$ cat config.mk
export PLATFORM = sky130hd
export DESIGN_NAME = nearest_neighbour_downscaler_top
export DESIGN_NICKNAME = d
export VERILOG_FILES = /design/src/rtl/ndd_pkg.sv /design/src/rtl/nearest_neighbour_downscaler_top.sv /design/src/rtl/ndd_div.sv /design/src/rtl/ndd_dp.sv /design/src/rtl/ndd_ctrl.sv
export SDC_FILE = /design/constraint.sdc
export NUM_CORES = 1
export LEC_CHECK = 0
export ABC_AREA = 1
export ABC_CLOCK_PERIOD_IN_PS = 8000
export BUFFER_PORTS_ARGS = -buffer_cell sky130_fd_sc_hd__clkbuf_2
export CORE_MARGIN = 2
export CORE_UTILIZATION = 40
export DETAILED_ROUTE_END_ITERATION = 8
export GPL_TIMING_DRIVEN = 1
export SKIP_LAST_GASP = 1
export SLEW_MARGIN = 40
export SYNTH_ARGS = -nofsm -noshare
export SYNTH_HDL_FRONTEND = slang
export SYNTH_SLANG_ARGS = --single-unit
$ cat constraint.sdc
create_clock -name clk_i -period 8 [get_ports clk_i]
set_input_delay 1.2 -clock clk_i [delete_from_list [all_inputs] [get_ports clk_i]]
set_output_delay 1.2 -clock clk_i [all_outputs]
set_load 0.02 [all_outputs]
$ cat src/rtl/ndd_pkg.sv
// Shared types, constants and helpers for the nearest-neighbor downscaler.
// No dependencies; imported by every module of the block.
package ndd_pkg;

  localparam int DimW    = 8;              // size register width
  localparam int CoordW  = 7;              // column / row coordinate width
  localparam int CntW    = 8;              // destination counters, can reach MaxDim
  localparam int ColorW  = 8;
  localparam int ProdW   = CntW + DimW;    // d * src before the divide
  localparam int MaxDim  = 128;
  localparam int CfgIdxW = 2;
  localparam int DivCntW = $clog2(CoordW);

  localparam logic [DimW-1:0] ResetDim = DimW'(96);

  typedef enum logic [CfgIdxW-1:0] {
    CFG_SRC_WIDTH  = 2'd0,
    CFG_SRC_HEIGHT = 2'd1,
    CFG_TGT_WIDTH  = 2'd2,
    CFG_TGT_HEIGHT = 2'd3
  } cfg_reg_e;

  typedef enum logic [1:0] {
    ST_IDLE,
    ST_STEP,
    ST_DIV_START,
    ST_DIV_WAIT
  } ctrl_state_e;

  typedef struct packed {
    logic load;       // capture the accepted pixel
    logic step;       // advance counters, emit the pixel if it is sampled
    logic div_start;  // launch the sample-position divide
    logic wb;         // write the quotient into the wanted position
  } dp_cmd_t;

  typedef struct packed {
    logic hit;        // held pixel is a sample point
    logic out_busy;   // output register full and stalled
    logic need_div;   // step moves a sampling position
    logic div_done;
  } dp_sts_t;

  // Zero reads as one, anything above MaxDim as MaxDim.
  function automatic logic [DimW-1:0] eff_dim(input logic [DimW-1:0] v);
    logic [DimW-1:0] r;
    r = v;
    if (v == '0) begin
      r = DimW'(1);
    end else if (v > DimW'(MaxDim)) begin
      r = DimW'(MaxDim);
    end
    return r;
  endfunction

endpackage

$ cat src/rtl/nearest_neighbour_downscaler_top.sv
// Top level of the nearest-neighbor downscaler: ports, config handshake, FSM + datapath.
// Depends on ndd_pkg, ndd_ctrl, ndd_dp (which holds ndd_div).
//
// Takes RGB source pixels in raster order, one beat per pixel, and forwards only the pixel
// at source position (floor(dx*sw/dw), floor(dy*sh/dh)) for each destination pixel, tagged
// with its destination column and row; frame_end marks the last destination pixel. The
// target size is clamped to the source size (never upscales); sizes of zero read as one and
// sizes above 128 as 128. frame_start on a pixel clears all position counters before that
// pixel is handled; without it the counters wrap at the end of each row and frame. Size
// registers are written through the cfg port (index 0 source width, 1 source height,
// 2 target width, 3 target height, reset 96 each); write them only while no pixel is in
// flight, new values apply from the next pixel. Pixel flow: a pixel is accepted, then the
// counter step runs; when that step moves a sampling position, a 7-iteration shift-subtract
// divider (one quotient bit per cycle) is then started to compute the next wanted source
// column or row, and the next pixel is accepted once the quotient is written.
// A sampled pixel also waits in the step while the output register holds an earlier result
// that is stalled; a pixel that is not sampled never waits on the output side.
module nearest_neighbour_downscaler_top (
  input  logic                        clk_i,
  input  logic                        rst_ni,
  // pixel input
  input  logic                        in_valid_i,
  output logic                        in_stall_o,
  input  logic [ndd_pkg::ColorW-1:0]  red_in_i,
  input  logic [ndd_pkg::ColorW-1:0]  green_in_i,
  input  logic [ndd_pkg::ColorW-1:0]  blue_in_i,
  input  logic                        frame_start_i,
  // pixel output
  output logic                        out_valid_o,
  input  logic                        out_stall_i,
  output logic [ndd_pkg::ColorW-1:0]  red_out_o,
  output logic [ndd_pkg::ColorW-1:0]  green_out_o,
  output logic [ndd_pkg::ColorW-1:0]  blue_out_o,
  output logic [ndd_pkg::CoordW-1:0]  out_column_o,
  output logic [ndd_pkg::CoordW-1:0]  out_row_o,
  output logic                        frame_end_o,
  // register writes
  input  logic                        cfg_valid_i,
  output logic                        cfg_ready_o,
  input  logic [ndd_pkg::CfgIdxW-1:0] cfg_index_i,
  input  logic [ndd_pkg::DimW-1:0]    cfg_data_i
);
  import ndd_pkg::*;

  dp_cmd_t cmd;
  dp_sts_t sts;
  logic    cfg_we;

  // registers are plain flops, a write beat always lands
  assign cfg_ready_o = 1'b1;
  assign cfg_we      = cfg_valid_i && cfg_ready_o;

  ndd_ctrl u_ctrl (
    .clk_i      (clk_i),
    .rst_ni     (rst_ni),
    .in_valid_i (in_valid_i),
    .in_stall_o (in_stall_o),
    .sts_i      (sts),
    .cmd_o      (cmd)
  );

  ndd_dp u_dp (
    .clk_i         (clk_i),
    .rst_ni        (rst_ni),
    .cmd_i         (cmd),
    .sts_o         (sts),
    .cfg_we_i      (cfg_we),
    .cfg_index_i   (cfg_index_i),
    .cfg_data_i    (cfg_data_i),
    .red_in_i      (red_in_i),
    .green_in_i    (green_in_i),
    .blue_in_i     (blue_in_i),
    .frame_start_i (frame_start_i),
    .out_valid_o   (out_valid_o),
    .out_stall_i   (out_stall_i),
    .red_out_o     (red_out_o),
    .green_out_o   (green_out_o),
    .blue_out_o    (blue_out_o),
    .out_column_o  (out_column_o),
    .out_row_o     (out_row_o),
    .frame_end_o   (frame_end_o)
  );

endmodule

$ cat src/rtl/ndd_div.sv
// Iterative shift-subtract divider, one quotient bit per cycle.
// Depends on ndd_pkg. Quotient must fit in CoordW bits (dividend < divisor << CoordW).
module ndd_div (
  input  logic                      clk_i,
  input  logic                      rst_ni,
  input  logic                      start_i,
  input  logic [ndd_pkg::ProdW-1:0] dividend_i,
  input  logic [ndd_pkg::DimW-1:0]  divisor_i,
  output logic                      busy_o,
  output logic                      done_o,
  output logic [ndd_pkg::CoordW-1:0] quotient_o
);
  import ndd_pkg::*;

  logic               run_q, run_d;
  logic               done_q, done_d;
  logic [DivCntW-1:0] cnt_q, cnt_d;
  logic [ProdW-1:0]   rem_q, rem_d;
  logic [ProdW-1:0]   dsr_q, dsr_d;
  logic [CoordW-1:0]  quo_q, quo_d;
  logic               ge;

  assign ge = rem_q >= dsr_q;

  always_comb begin
    run_d  = run_q;
    done_d = 1'b0;
    cnt_d  = cnt_q;
    rem_d  = rem_q;
    dsr_d  = dsr_q;
    quo_d  = quo_q;
    if (start_i) begin
      run_d = 1'b1;
      cnt_d = DivCntW'(CoordW - 1);
      rem_d = dividend_i;
      dsr_d = ProdW'(divisor_i) << (CoordW - 1);
    end else if (run_q) begin
      rem_d = ge ? rem_q - dsr_q : rem_q;
      quo_d = {quo_q[CoordW-2:0], ge};
      dsr_d = dsr_q >> 1;
      if (cnt_q == '0) begin
        run_d  = 1'b0;
        done_d = 1'b1;
      end else begin
        cnt_d = cnt_q - DivCntW'(1);
      end
    end
  end

  always_ff @(posedge clk_i or negedge rst_ni) begin
    if (!rst_ni) begin
      run_q  <= 1'b0;
      done_q <= 1'b0;
      cnt_q  <= '0;
    end else begin
      run_q  <= run_d;
      done_q <= done_d;
      cnt_q  <= cnt_d;
    end
  end

  always_ff @(posedge clk_i) begin
    rem_q <= rem_d;
    dsr_q <= dsr_d;
    quo_q <= quo_d;
  end

  assign busy_o     = run_q;
  assign done_o     = done_q;
  assign quotient_o = quo_q;

endmodule

$ cat src/rtl/ndd_dp.sv
// Datapath: size registers, position counters, sample-position divide, output register.
// Depends on ndd_pkg and ndd_div; driven by ndd_ctrl through dp_cmd_t.
module ndd_dp (
  input  logic                          clk_i,
  input  logic                          rst_ni,
  input  ndd_pkg::dp_cmd_t              cmd_i,
  output ndd_pkg::dp_sts_t              sts_o,
  input  logic                          cfg_we_i,
  input  logic [ndd_pkg::CfgIdxW-1:0]   cfg_index_i,
  input  logic [ndd_pkg::DimW-1:0]      cfg_data_i,
  input  logic [ndd_pkg::ColorW-1:0]    red_in_i,
  input  logic [ndd_pkg::ColorW-1:0]    green_in_i,
  input  logic [ndd_pkg::ColorW-1:0]    blue_in_i,
  input  logic                          frame_start_i,
  output logic                          out_valid_o,
  input  logic                          out_stall_i,
  output logic [ndd_pkg::ColorW-1:0]    red_out_o,
  output logic [ndd_pkg::ColorW-1:0]    green_out_o,
  output logic [ndd_pkg::ColorW-1:0]    blue_out_o,
  output logic [ndd_pkg::CoordW-1:0]    out_column_o,
  output logic [ndd_pkg::CoordW-1:0]    out_row_o,
  output logic                          frame_end_o
);
  import ndd_pkg::*;

  // size registers
  logic [DimW-1:0] src_w_q, src_h_q, tgt_w_q, tgt_h_q;
  logic [DimW-1:0] sw, sh, tw_raw, th_raw, tw, th;

  // held pixel
  logic [ColorW-1:0] red_q, green_q, blue_q;
  logic              fs_q;

  // position state
  logic [CoordW-1:0] sc_q, sc_d, sr_q, sr_d, wc_q, wc_d, wr_q, wr_d;
  logic [CntW-1:0]   dc_q, dc_d, dr_q, dr_d;
  logic [CoordW-1:0] sc, sr, wc, wr;
  logic [CntW-1:0]   dc, dr, dc1, dr1;
  logic [DimW-1:0]   sc1, sr1;
  logic              hit, row_end, row_used, row_wrap, col_div, row_div;

  // divide operands
  logic [CntW-1:0]   div_d_q;
  logic [DimW-1:0]   div_src_q, div_dst_q;
  logic              div_row_q;
  logic [ProdW-1:0]  prod;
  logic              div_busy, div_done;
  logic [CoordW-1:0] div_quo;

  // output register
  logic              out_valid_q;
  logic              out_load, out_busy;
  logic [ColorW-1:0] out_red_q, out_green_q, out_blue_q;
  logic [CoordW-1:0] out_col_q, out_row_q;
  logic              out_fe_q;

  always_ff @(posedge clk_i or negedge rst_ni) begin
    if (!rst_ni) begin
      src_w_q <= ResetDim;
      src_h_q <= ResetDim;
      tgt_w_q <= ResetDim;
      tgt_h_q <= ResetDim;
    end else if (cfg_we_i) begin
      unique case (cfg_reg_e'(cfg_index_i))
        CFG_SRC_WIDTH:  src_w_q <= cfg_data_i;
        CFG_SRC_HEIGHT: src_h_q <= cfg_data_i;
        CFG_TGT_WIDTH:  tgt_w_q <= cfg_data_i;
        CFG_TGT_HEIGHT: tgt_h_q <= cfg_data_i;
      endcase
    end
  end

  assign sw     = eff_dim(src_w_q);
  assign sh     = eff_dim(src_h_q);
  assign tw_raw = eff_dim(tgt_w_q);
  assign th_raw = eff_dim(tgt_h_q);
  assign tw     = (tw_raw > sw) ? sw : tw_raw;
  assign th     = (th_raw > sh) ? sh : th_raw;

  always_ff @(posedge clk_i) begin
    if (cmd_i.load) begin
      red_q   <= red_in_i;
      green_q <= green_in_i;
      blue_q  <= blue_in_i;
      fs_q    <= frame_start_i;
    end
  end

  // frame start clears everything before the pixel is looked at
  assign sc = fs_q ? '0 : sc_q;
  assign sr = fs_q ? '0 : sr_q;
  assign wc = fs_q ? '0 : wc_q;
  assign wr = fs_q ? '0 : wr_q;
  assign dc = fs_q ? '0 : dc_q;
  assign dr = fs_q ? '0 : dr_q;

  assign hit      = (dr < th) && (dc < tw) && (sr == wr) && (sc == wc);
  assign dc1      = dc + CntW'(hit);
  assign sc1      = DimW'(sc) + DimW'(1);
  assign row_end  = sc1 >= sw;
  assign row_used = (sr == wr) && (dr < th);
  assign sr1      = DimW'(sr) + DimW'(1);
  assign dr1      = dr + CntW'(row_used);
  assign row_wrap = sr1 >= sh;
  // at a row end the column position is forced to zero, so no column divide
  assign col_div  = hit && (dc1 < tw) && !row_end;
  assign row_div  = row_end && row_used && (dr1 < th) && !row_wrap;

  always_comb begin
    sc_d = sc_q;
    sr_d = sr_q;
    wc_d = wc_q;
    wr_d = wr_q;
    dc_d = dc_q;
    dr_d = dr_q;
    if (cmd_i.step) begin
      if (row_end) begin
        sc_d = '0;
        dc_d = '0;
        wc_d = '0;
        if (row_wrap) begin
          sr_d = '0;
          dr_d = '0;
          wr_d = '0;
        end else begin
          sr_d = sr1[CoordW-1:0];
          dr_d = dr1;
          wr_d = wr;
        end
      end else begin
        sc_d = sc1[CoordW-1:0];
        dc_d = dc1;
        wc_d = wc;
        sr_d = sr;
        dr_d = dr;
        wr_d = wr;
      end
    end else if (cmd_i.wb) begin
      if (div_row_q) begin
        wr_d = div_quo;
      end else begin
        wc_d = div_quo;
      end
    end
  end

  always_ff @(posedge clk_i or negedge rst_ni) begin
    if (!rst_ni) begin
      sc_q <= '0;
      sr_q <= '0;
      wc_q <= '0;
      wr_q <= '0;
      dc_q <= '0;
      dr_q <= '0;
    end else begin
      sc_q <= sc_d;
      sr_q <= sr_d;
      wc_q <= wc_d;
      wr_q <= wr_d;
      dc_q <= dc_d;
      dr_q <= dr_d;
    end
  end

  // next sample position = floor(d * src / dst)
  always_ff @(posedge clk_i) begin
    if (cmd_i.step) begin
      div_row_q <= row_div;
      div_d_q   <= row_div ? dr1 : dc1;
      div_src_q <= row_div ? sh : sw;
      div_dst_q <= row_div ? th : tw;
    end
  end

  assign prod = ProdW'(div_d_q) * ProdW'(div_src_q);

  ndd_div u_div (
    .clk_i      (clk_i),
    .rst_ni     (rst_ni),
    .start_i    (cmd_i.div_start),
    .dividend_i (prod),
    .divisor_i  (div_dst_q),
    .busy_o     (div_busy),
    .done_o     (div_done),
    .quotient_o (div_quo)
  );

  // output register
  assign out_busy = out_valid_q && out_stall_i;
  assign out_load = cmd_i.step && hit;

  always_ff @(posedge clk_i or negedge rst_ni) begin
    if (!rst_ni) begin
      out_valid_q <= 1'b0;
    end else begin
      out_valid_q <= out_load || out_busy;
    end
  end

  always_ff @(posedge clk_i) begin
    if (out_load) begin
      out_red_q   <= red_q;
      out_green_q <= green_q;
      out_blue_q  <= blue_q;
      out_col_q   <= dc[CoordW-1:0];
      out_row_q   <= dr[CoordW-1:0];
      out_fe_q    <= (dc == tw - DimW'(1)) && (dr == th - DimW'(1));
    end
  end

  assign out_valid_o  = out_valid_q;
  assign red_out_o    = out_red_q;
  assign green_out_o  = out_green_q;
  assign blue_out_o   = out_blue_q;
  assign out_column_o = out_col_q;
  assign out_row_o    = out_row_q;
  assign frame_end_o  = out_fe_q;

  assign sts_o.hit      = hit;
  assign sts_o.out_busy = out_busy;
  assign sts_o.need_div = col_div || row_div;
  assign sts_o.div_done = div_done;

  a_no_overwrite: assert property (@(posedge clk_i) disable iff (!rst_ni)
    cmd_i.step |-> !(hit && out_busy))
    else $error("pixel emitted over a stalled result");

  a_div_idle: assert property (@(posedge clk_i) disable iff (!rst_ni)
    cmd_i.div_start |-> !div_busy)
    else $error("divider restarted while running");

  a_quo_range: assert property (@(posedge clk_i) disable iff (!rst_ni)
    cmd_i.wb |-> (DimW'(div_quo) < div_src_q))
    else $error("sample position outside source frame");

  a_frame_end_col: assert property (@(posedge clk_i) disable iff (!rst_ni)
    (out_valid_q && out_fe_q) |-> (CntW'(out_col_q) == tw - DimW'(1)))
    else $error("frame end flagged off the last column");

endmodule

$ cat src/rtl/ndd_ctrl.sv
// Controller FSM: accepts a pixel, steps the datapath, sequences the divide.
// Depends on ndd_pkg; talks to ndd_dp only through dp_cmd_t / dp_sts_t.
module ndd_ctrl (
  input  logic             clk_i,
  input  logic             rst_ni,
  input  logic             in_valid_i,
  output logic             in_stall_o,
  input  ndd_pkg::dp_sts_t sts_i,
  output ndd_pkg::dp_cmd_t cmd_o
);
  import ndd_pkg::*;

  ctrl_state_e state_q, state_d;

  always_ff @(posedge clk_i or negedge rst_ni) begin
    if (!rst_ni) begin
      state_q <= ST_IDLE;
    end else begin
      state_q <= state_d;
    end
  end

  always_comb begin
    state_d    = state_q;
    cmd_o      = '0;
    in_stall_o = 1'b1;
    unique case (state_q)
      ST_IDLE: begin
        in_stall_o = 1'b0;
        if (in_valid_i) begin
          cmd_o.load = 1'b1;
          state_d    = ST_STEP;
        end
      end
      ST_STEP: begin
        // a sampled pixel waits until the output register can take it
        if (!(sts_i.hit && sts_i.out_busy)) begin
          cmd_o.step = 1'b1;
          state_d    = sts_i.need_div ? ST_DIV_START : ST_IDLE;
        end
      end
      ST_DIV_START: begin
        cmd_o.div_start = 1'b1;
        state_d         = ST_DIV_WAIT;
      end
      ST_DIV_WAIT: begin
        if (sts_i.div_done) begin
          cmd_o.wb = 1'b1;
          state_d  = ST_IDLE;
        end
      end
    endcase
  end

endmodule

-- Yosys cells after proc, flatten, opt, wreduce, memory -nomap -nowiden
Cells that the tools add are included.
- input bits: 40
- bits in registers: 210
- multiplexer cells: 61
- add/subtract/negate cells: 8
- bitwise logic cells: 1
- magnitude comparators: 13
- $mul: 1
- equal/unequal tests: 15
- reductions and logical operators: 38
- operators by type and width (operator ; count):
    two-way mux 8 bit ; 18
    two-way mux 7 bit ; 16
    two-way mux 16 bit ; 3
    greater-than comparator 8 bit (second input constant) ; 4
    zero test 8 bit ; 4
    less-than comparator 8 bit ; 4
    two-way mux 14 bit ; 2
    AND reduction 2 bit ; 9
    adder 7 x 1 -> 8 bit (second input constant) ; 2
    adder 8 x 1 -> 8 bit ; 2
    equality test 8 bit ; 2
    >= comparator 16 x 14 -> 1 bit ; 1
    >= comparator 8 bit ; 2
    greater-than comparator 8 bit ; 2
    multiplier 8 x 8 -> 16 bit ; 1
    subtractor 16 x 14 -> 16 bit ; 1
    subtractor 8 x 1 -> 8 bit (second input constant) ; 2
    equality test 7 bit ; 2
    two-way mux 1 bit ; 14
    logical AND 1 bit ; 13
    two-way mux 3 bit ; 3
    equality test 2 bit (second input constant) ; 4
    two-way mux 2 bit ; 4
    != test 2 bit (second input constant) ; 4
    other kinds (11) ; 18

-- Longest topological paths before layout
Gate-level depths: netlist of the first run.
- depth after elaboration: 17
- gate-level depth with buffers: 46

-- Hierarchy
From an unflattened synthesis of the first run, not the netlist that was laid out.
- cells, all modules: 1821
- area, all modules: 14510.2 µm²
- by module, submodules not included (module ; instances ; cells each ; seq. area each (µm²) ; area an instance (µm²)):
    ndd_dp ; 1 ; 1447 ; 4609.4 ; 11745.0
    ndd_div ; 1 ; 347 ; 1176.1 ; 2605.0
    ndd_ctrl ; 1 ; 25 ; 50.0 ; 148.9
    nearest_neighbour_downscaler_top ; 1 ; 2 ; 0.0 ; 11.3

-- Least setup slack after synthesis of the first run
OpenSTA, ideal clock, no wires.
- path type: reg2reg
- start point: register u_dp.src_w_q[3]
- end point: register u_dp.out_blue_q[0], in the netlist u_dp.blue_out_o[0] (enable)
- clock period less this slack: 5.657 ns
- arrival: 5.221 ns
- path buffers: 3
- slack: 2.343 ns
- setup time: 0.435 ns
- stages on the path, launching flop included: 26
- cell sequence: dfrtp_1 -> nor2_1 -> nand2_1 -> o21ai_0 -> nand2_1 -> ha_1 -> nand2_1 -> inv_1 -> nand4_1 -> clkbuf_1 -> nand3_1 -> nand2_1 -> nand2_1 -> nor2_1 -> nand2_1 -> nor2_1 -> inv_1 -> ha_1 -> nand2_1 -> nor3b_1 -> nor3b_1 -> nand4_1 -> nand2_1 -> buf_4 -> buf_2 -> nor2_1
- word-level cells in the longest chain between the ends: 13
- elaborated cells on any way between the ends: 14
- classes of those cells: order compare (3); mux (5); reduce/logical (6)
- ends and longest elaborated chain (element ; RTL line ; source):
    from (decl) ; ndd_dp.sv:27 ; logic [DimW-1:0] src_w_q, src_h_q, tgt_w_q, tgt_h_q;
    from (signal assigned) ; ndd_dp.sv:59 ; src_w_q <= ResetDim;
    from (signal assigned) ; ndd_dp.sv:65 ; CFG_SRC_WIDTH: src_w_q <= cfg_data_i;
    greater-than comparator 8 bit ; ndd_pkg.sv:50 ; end else if (v > DimW'(MaxDim)) begin
    two-way mux 8 bit ; ndd_pkg.sv:50 ;
    two-way mux 8 bit * ; ndd_pkg.sv:48 ; if (v == '0) begin
    greater-than comparator 8 bit ; ndd_dp.sv:77 ; assign tw = (tw_raw > sw) ? sw : tw_raw;
    two-way mux 8 bit * ; ndd_dp.sv:77 ;
    less-than comparator 8 bit * ; ndd_dp.sv:97 ; assign hit = (dr < th) && (dc < tw) && (sr == wr) && (sc == wc);
    logical AND 1 bit * (3 in a row) ; ndd_dp.sv:97 ;
    logical AND 1 bit ; ndd_ctrl.sv:37 ; if (!(sts_i.hit && sts_i.out_busy)) begin
    two-way mux 1 bit ; ndd_ctrl.sv:37 ;
    two-way mux 1 bit ; ndd_ctrl.sv:27 ; unique case (state_q)
    logical AND 1 bit * ; ndd_dp.sv:190 ; assign out_load = cmd_i.step && hit;
    via u_dp.out_load ; ndd_dp.sv:52 ; logic out_load, out_busy;
    to (signal assigned) ; ndd_dp.sv:204 ; out_blue_q <= blue_q;
    to (decl) ; ndd_dp.sv:53 ; logic [ColorW-1:0] out_red_q, out_green_q, out_blue_q;
The timed path passes the listed nets; every way through them passes the cells marked *.
A chain may end at the register's enable or synchronous reset.

==> results.ini, run 1 <==
[timing]
period_minus_slack_ns=7.20
fmax_ghz=0.139
hold_viol=0
post-route-period-util_pct=90.0
setup_viol=0
finalWorstSetupSlack_ns=0.800
max_slew_margin_pct=46.1
slew_viol_final=0
fin_worst_skew_ns=0.0267
tightestPinTransition_ns=0.807
finalSetupTns_ns=0
fin_hold_ws_ns=0.418
rsz0062_at_grt=no

[power_and_ir_drop]
internal-power_mw=3.55
power_mw=6.70
pwr-share-seq_pct=26.8
p_sw_share_pct=47.0
p_leak_nw=7.77
power_density_nw_per_um2=425
clockPowerShare_pct=16.8
power_switching_mw=3.15
ir_drop_mv=0.304
comb_power_share_pct=56.4

[worst_setup_path]
slowest_stage=dfrtp_1
rrSetupSlack_ns=0.80
crit_path_start_kind=flop
end_kind=flop
r2r_start=u_dp.src_w_q[7]$_DFFE_PN0P_
crit_family=simple AND/OR/NAND/NOR gates
cp_common_cell=nand2_1
worst_path_largest_cell_delay_ns=0.48
cp_max_fo=12
path_class=reg -> reg
worstPathRequired_ns=8.47
critPathArrivalTime_ns=7.67
r2r_cells=38
critPathBufInv=6

[placed_design]
portBuffers=80
placed_area_um2=14900
gp_congestion=0.933
dpl_worst_slack_ns=0.663
dp_cells=2217
hpwl_mm=27.8

[clock_network]
clock_sinks=210
cts_setup_buffers=0
clk_latency_ns=0.55
cts_max_level=1
cts_hold_buf=0
clkTransAtPathRegs_ns=0.06
cts_made_buffers=25
cts_buffer_depth=3
cts-root-buf=clkbuf_16
cts_tree=built

[synth]
ys_seq_area_share_pct=41.4
avgSynthCellArea_um2=8.16
synthMostInstantiatedCell=nand2_1
ys_ff_latch=210
synth-main-ff-cell=edfxtp_1
synthArstFlopShare_pct=40.0
synth_edf_count=120
yosysTopAreaCellShare_pct=25.5
syn-num-nets=1928
netlist_instances=1729
syn-cell-area_um2=14100
synth_top_area_cell=edfxtp_1
synth_area_leaders=edfxtp_1, dfrtp_1, nand2_1, ha_1, inv_1
synth_warnings=0
synth.distinct_cells=47
synth_commonest_cells=nand2_1, inv_1, nor2_1

[floorplan]
fp-row-count=68
die_h_um=192
start_util_pct=40.7
ios=82
core_area_um2=34600
die_w_um=192
dieArea_um2=36800

[routing]
drt_iter0_drc=812
firstDrtPassIters=5
drc=0
num_vias=11500
wl_per_cell_um=16.1
antenna_left=0
vias_per_cell=5.09
wl_mm=36.5

[finish]
largest-register=u_dp.u_div.rem_q
utilization_pct=45.5
top_regs=u_dp.u_div.rem_q (16), u_dp.u_div.dsr_q (14)
final_cells=2264
layout-drive-gt1-share_pct=9.01
largest_reg_flops=16
area_growth_pct=11.6
layout.nets=1989
insertedDiodeCount=0
stdcell_area_um2=15700

[hold_path]
hold_path_depth=0
hp-class=reg -> reg
hold_start=u_dp.red_q[7]$_DFFE_PP_
hold_end=u_dp.red_out_o[7]$_DFFE_PP_

[global_route]
grt_pass1_vias=11300
grt_max_degree=55
overflow=0
antenna_found_initial=0
grt_pass1_wl_mm=59.0
grt_use_total_pct=20.4

[status]
status=finished, final reports clean

[flow_run]
maxCapViolations=0

-- cell type report --
cell class / instances / area [um^2]
Timing Repair Buffer: 92 / 526
Tap cell: 455 / 569
Clock inverter: 12 / 111
Clock buffer: 34 / 699
Sequential cell: 210 / 5840
Fill cell: 3444 / 18900
Multi-Input combinational cell: 1167 / 6900
Inverter: 294 / 1100
-- power groups by stage --
stage	clock (mW)	sequential, mW	combinational [mW]
after floorplan	0	1.73	2.88
after global placement	0	1.81	3.73
after detailed placement	0	1.81	3.77
after CTS	1.15	1.80	3.80
after global routing	1.19	1.83	4.37
final	1.13	1.79	3.78
-- layer usage --
layer	vias to the layer above	share of wire, %	track usage, %
li1	5744	-	-
met1	5467	46	27.6
met2	239	47	33.9
met3	66	3.7	2.27
met4	0	3.3	7.19
met5	-	0	0
-- worst max path at each step --
stage                                              end  slack, ns                        start  cells past startpoint
after detailed placement                          flop       0.66  u_dp.src_w_q[7]$_DFFE_PN0P_                     34
after global placement                            flop       0.57  u_dp.src_w_q[7]$_DFFE_PN0P_                     34
after floorplan           u_dp.blue_out_o[0]$_DFFE_PP_       2.34  u_dp.src_w_q[3]$_DFFE_PN0P_                     25
final                                             flop       0.80  u_dp.src_w_q[7]$_DFFE_PN0P_                     38
after global routing                              flop       0.09  u_dp.src_w_q[3]$_DFFE_PN0P_                     37
after CTS                                         flop       0.63  u_dp.src_w_q[7]$_DFFE_PN0P_                     34
-- what timing repair did --
action / 4_1_cts / 5_1_grt
gates resized for setup: 0 / 2
setup endpoints to repair: 0 / 1
hold endpoints to repair: 0 / 0
-- layout by cell type, fill, tap and decap left out, types with 8 or more instances in the layout --
cell       instances
dfstp_2            8
nand4_1           12
clkbuf_2          79
buf_4             11
a21oi_1           81
nand3_1          101
ha_1             122
nor2_1           132
nor3_1             8
nand2_1          421
o21ai_1           30
xor2_1            18
o22ai_1           16
o21ai_0          130
edfxtp_1         120
inv_1            290
dfrtp_1           76
clkbuf_16         25
fa_1              37
-- worst register-to-register path: cells and delay by family, from the launching register on --
kind / cells / cell delay, ns
simple gates: 23 / 4.05
fa+ha+maj: 4 / 1.09
buf+inv: 6 / 0.89
compound gates: 5 / 0.56
flops: 1 / 0.48
-- kinds of logic (layout without fill, tap and decap cells) --
family | Yosys count | after routing | share of synthesized area, %
adder cells (fa/ha/maj) | 159 | 159 | 16.1
AO/OA/AOI/OAI | 285 | 285 | 10.8
AND/OR/NAND/NOR | 699 | 699 | 20.4
flip-flops | 210 | 210 | 41.4
XOR/XNOR | 23 | 23 | 1.53
buffers and inverters | 352 | 432 | 9.87
other | 1 | 1 | 0.0266
Power figures use the tool's default switching activity.
==> inputs of run 2 (changes only) <==
--- a/config.mk
+++ b/config.mk
@@ -7,10 +7,11 @@
 export LEC_CHECK = 0
 export ABC_AREA = 1
 export ABC_CLOCK_PERIOD_IN_PS = 8000
-export BUFFER_PORTS_ARGS = -buffer_cell sky130_fd_sc_hd__clkbuf_2
+export CORE_ASPECT_RATIO = 1.2
 export CORE_MARGIN = 2
 export CORE_UTILIZATION = 40
 export DETAILED_ROUTE_END_ITERATION = 8
+export DONT_BUFFER_PORTS = 1
 export GPL_TIMING_DRIVEN = 1
 export SKIP_LAST_GASP = 1
 export SLEW_MARGIN = 40
==> constraint.sdc (replaced) <==
create_clock -name clk_i -period 8 [get_ports clk_i]
set_input_delay 1.2 -clock clk_i [delete_from_list [all_inputs] [get_ports clk_i]]
set_output_delay 1.2 -clock clk_i [all_outputs]
set_load 0.1 [all_outputs]
==> run 2 against run 1 <==
Compared with the run above: via count down 1.1%; largest cell class unchanged; final cell count down 1.9%; clock power about the same.
==> results.ini, run 2 (same netlist as run 1, synthesis figures left out) <==
[flow_run]
maxCapViolations=0

[worst_setup_path]
end_kind=flop
cp_common_cell=nand2_1
worstPathRequired_ns=8.46
cp_max_fo=11
critPathArrivalTime_ns=7.79
rrSetupSlack_ns=0.67
path_class=reg -> reg
crit_path_start_kind=flop
r2r_start=u_dp.src_w_q[1]$_DFFE_PN0P_
worst_path_largest_cell_delay_ns=0.66
slowest_stage=o21ai_0
r2r_cells=36

[finish]
layout-drive-gt1-share_pct=6.48
largest-register=u_dp.u_div.rem_q
fill_cells=3448
final_cell_mix=nand2_1, inv_1, nor2_1, o21ai_0, ha_1
seqCellArea_um2=5840
insertedDiodeCount=0
mostFrequentLayoutCell=nand2_1
multi_input_area_um2=6900
layout.nets=1940
stdcell_area_um2=16000
top_regs=u_dp.u_div.rem_q (16), u_dp.u_div.dsr_q (14)
area_growth_pct=13.5
largest_reg_flops=16

[timing]
post-route-period-util_pct=91.6
hold_viol=0
setup_viol=0
tightestPinTransition_ns=0.899
fin_worst_skew_ns=0.0287
rsz0062_at_grt=no
fmax_ghz=0.136
finalSetupTns_ns=0
period_minus_slack_ns=7.33
slew_viol_final=0
max_slew_margin_pct=40.2

[global_route]
grt_pass1_vias=11200
overflow=0
antenna_found_initial=0
grt_max_degree=85
grt_use_total_pct=20.4
grt_pass1_wl_mm=59.5

[routing]
wl_mm=37.1
drt_iter0_drc=756
drc=0
antenna_left=0
wl_per_cell_um=16.7
num_vias=11400
firstDrtPassIters=5
vias_per_cell=5.13

[power_and_ir_drop]
p_leak_nw=7.73
power_density_nw_per_um2=439
ir_drop_mv=0.222
power_mw=7.03

[clock_network]
clkTransAtPathRegs_ns=0.06
cts_max_level=1
clk_latency_ns=0.54
cts_made_buffers=24
cts_buffer_depth=3
cts_tree=built
clock_sinks=210
cts-root-buf=clkbuf_16

[placed_design]
gp_congestion=0.964
portBuffers=0
placed_area_um2=15100
hpwl_mm=28.3

[floorplan]
start_util_pct=40.4
fp-row-count=75
die_w_um=175
die_h_um=210
ios=82
dieArea_um2=36800
core_area_um2=34900

[status]
status=finished, final reports clean

[hold_path]
hp-class=in -> async

[run 2: cell count changes in the layout (fill, tap and decap cells not counted), sizes merged]
| cell | delta |
|---|---|
| buf | +30 |
| clkinvlp | +1 |
| clkinv | +1 |
| inv | +1 |
| clkbuf | -84 |
| bufinv | +1 |
[run 2: final cells by class]
cell class / instances / area share [%]
clock buffer: 28 / 4.04
clock inverter: 16 / 0.922
inverter: 294 / 6.89
multi-input combinational: 1167 / 43.1
sequential: 210 / 36.5
tap: 462 / 3.61
timing repair buffer: 44 / 4.97
[run 2: worst max-delay path by stage]
stage | start | to | slack (ns) | depth (start not counted)
global route | u_dp.src_w_q[1]$_DFFE_PN0P_ | flop | 0.02 | 39
detailed placement | u_dp.src_w_q[7]$_DFFE_PN0P_ | flop | 0.39 | 34
global placement | u_dp.src_w_q[3]$_DFFE_PN0P_ | flop | 0.43 | 36
CTS | u_dp.src_w_q[1]$_DFFE_PN0P_ | flop | 0.33 | 36
floorplan | u_dp.src_w_q[3]$_DFFE_PN0P_ | u_dp.blue_out_o[0]$_DFFE_PP_ | 2.34 | 25
finish | u_dp.src_w_q[1]$_DFFE_PN0P_ | flop | 0.67 | 36
[run 2: report_power, final]
group	total (mW)	switching [mW]	internal, mW
logic	3.99	2.59	1.40
clock network	1.11	0.462	0.648
registers	1.93	0.347	1.58
total	7.03	3.40	3.63
[run 2: what timing repair did]
action                                  in CTS  in global routing
setup buffers                                0                  3
hold endpoints to repair                     0                  0
hold buffers                                 0                  0
endpoints found under the setup margin       0                  1
resized for setup                            0                  2
[run 2: critical path: cells and delay by family, from the launching register on]
kind                     cells  cell delay [ns]
flip-flops                   1             0.41
AO/OA/AOI/OAI                5             1.23
adder cells (fa/ha/maj)      4             1.20
AND/OR/NAND/NOR             24             4.03
buffers and inverters        3             0.36
[run 2: per-layer routing]
metal  track usage (%)  part of all wire (%)
met5                 0                     0
met4              7.50                   3.7
met3              2.57                   3.7
met2              36.1                    50
met1              25.4                    43
[run 2: metrics by stage]
| step | util (%) | std cells | hold slack, ns | worst slack [ns] |
|---|---|---|---|---|
| floorplan | - | 1729 | 0.400 | 2.34 |
| global placement | 41.5 | 2145 | 0.400 | 0.425 |
| global route | 45.9 | 2221 | 0.329 | 0.0159 |
| CTS | 45.6 | 2216 | 0.337 | 0.335 |
| finish | 45.9 | 2221 | 0.350 | 0.668 |
| detailed placement | 43.4 | 2172 | 0.405 | 0.389 |
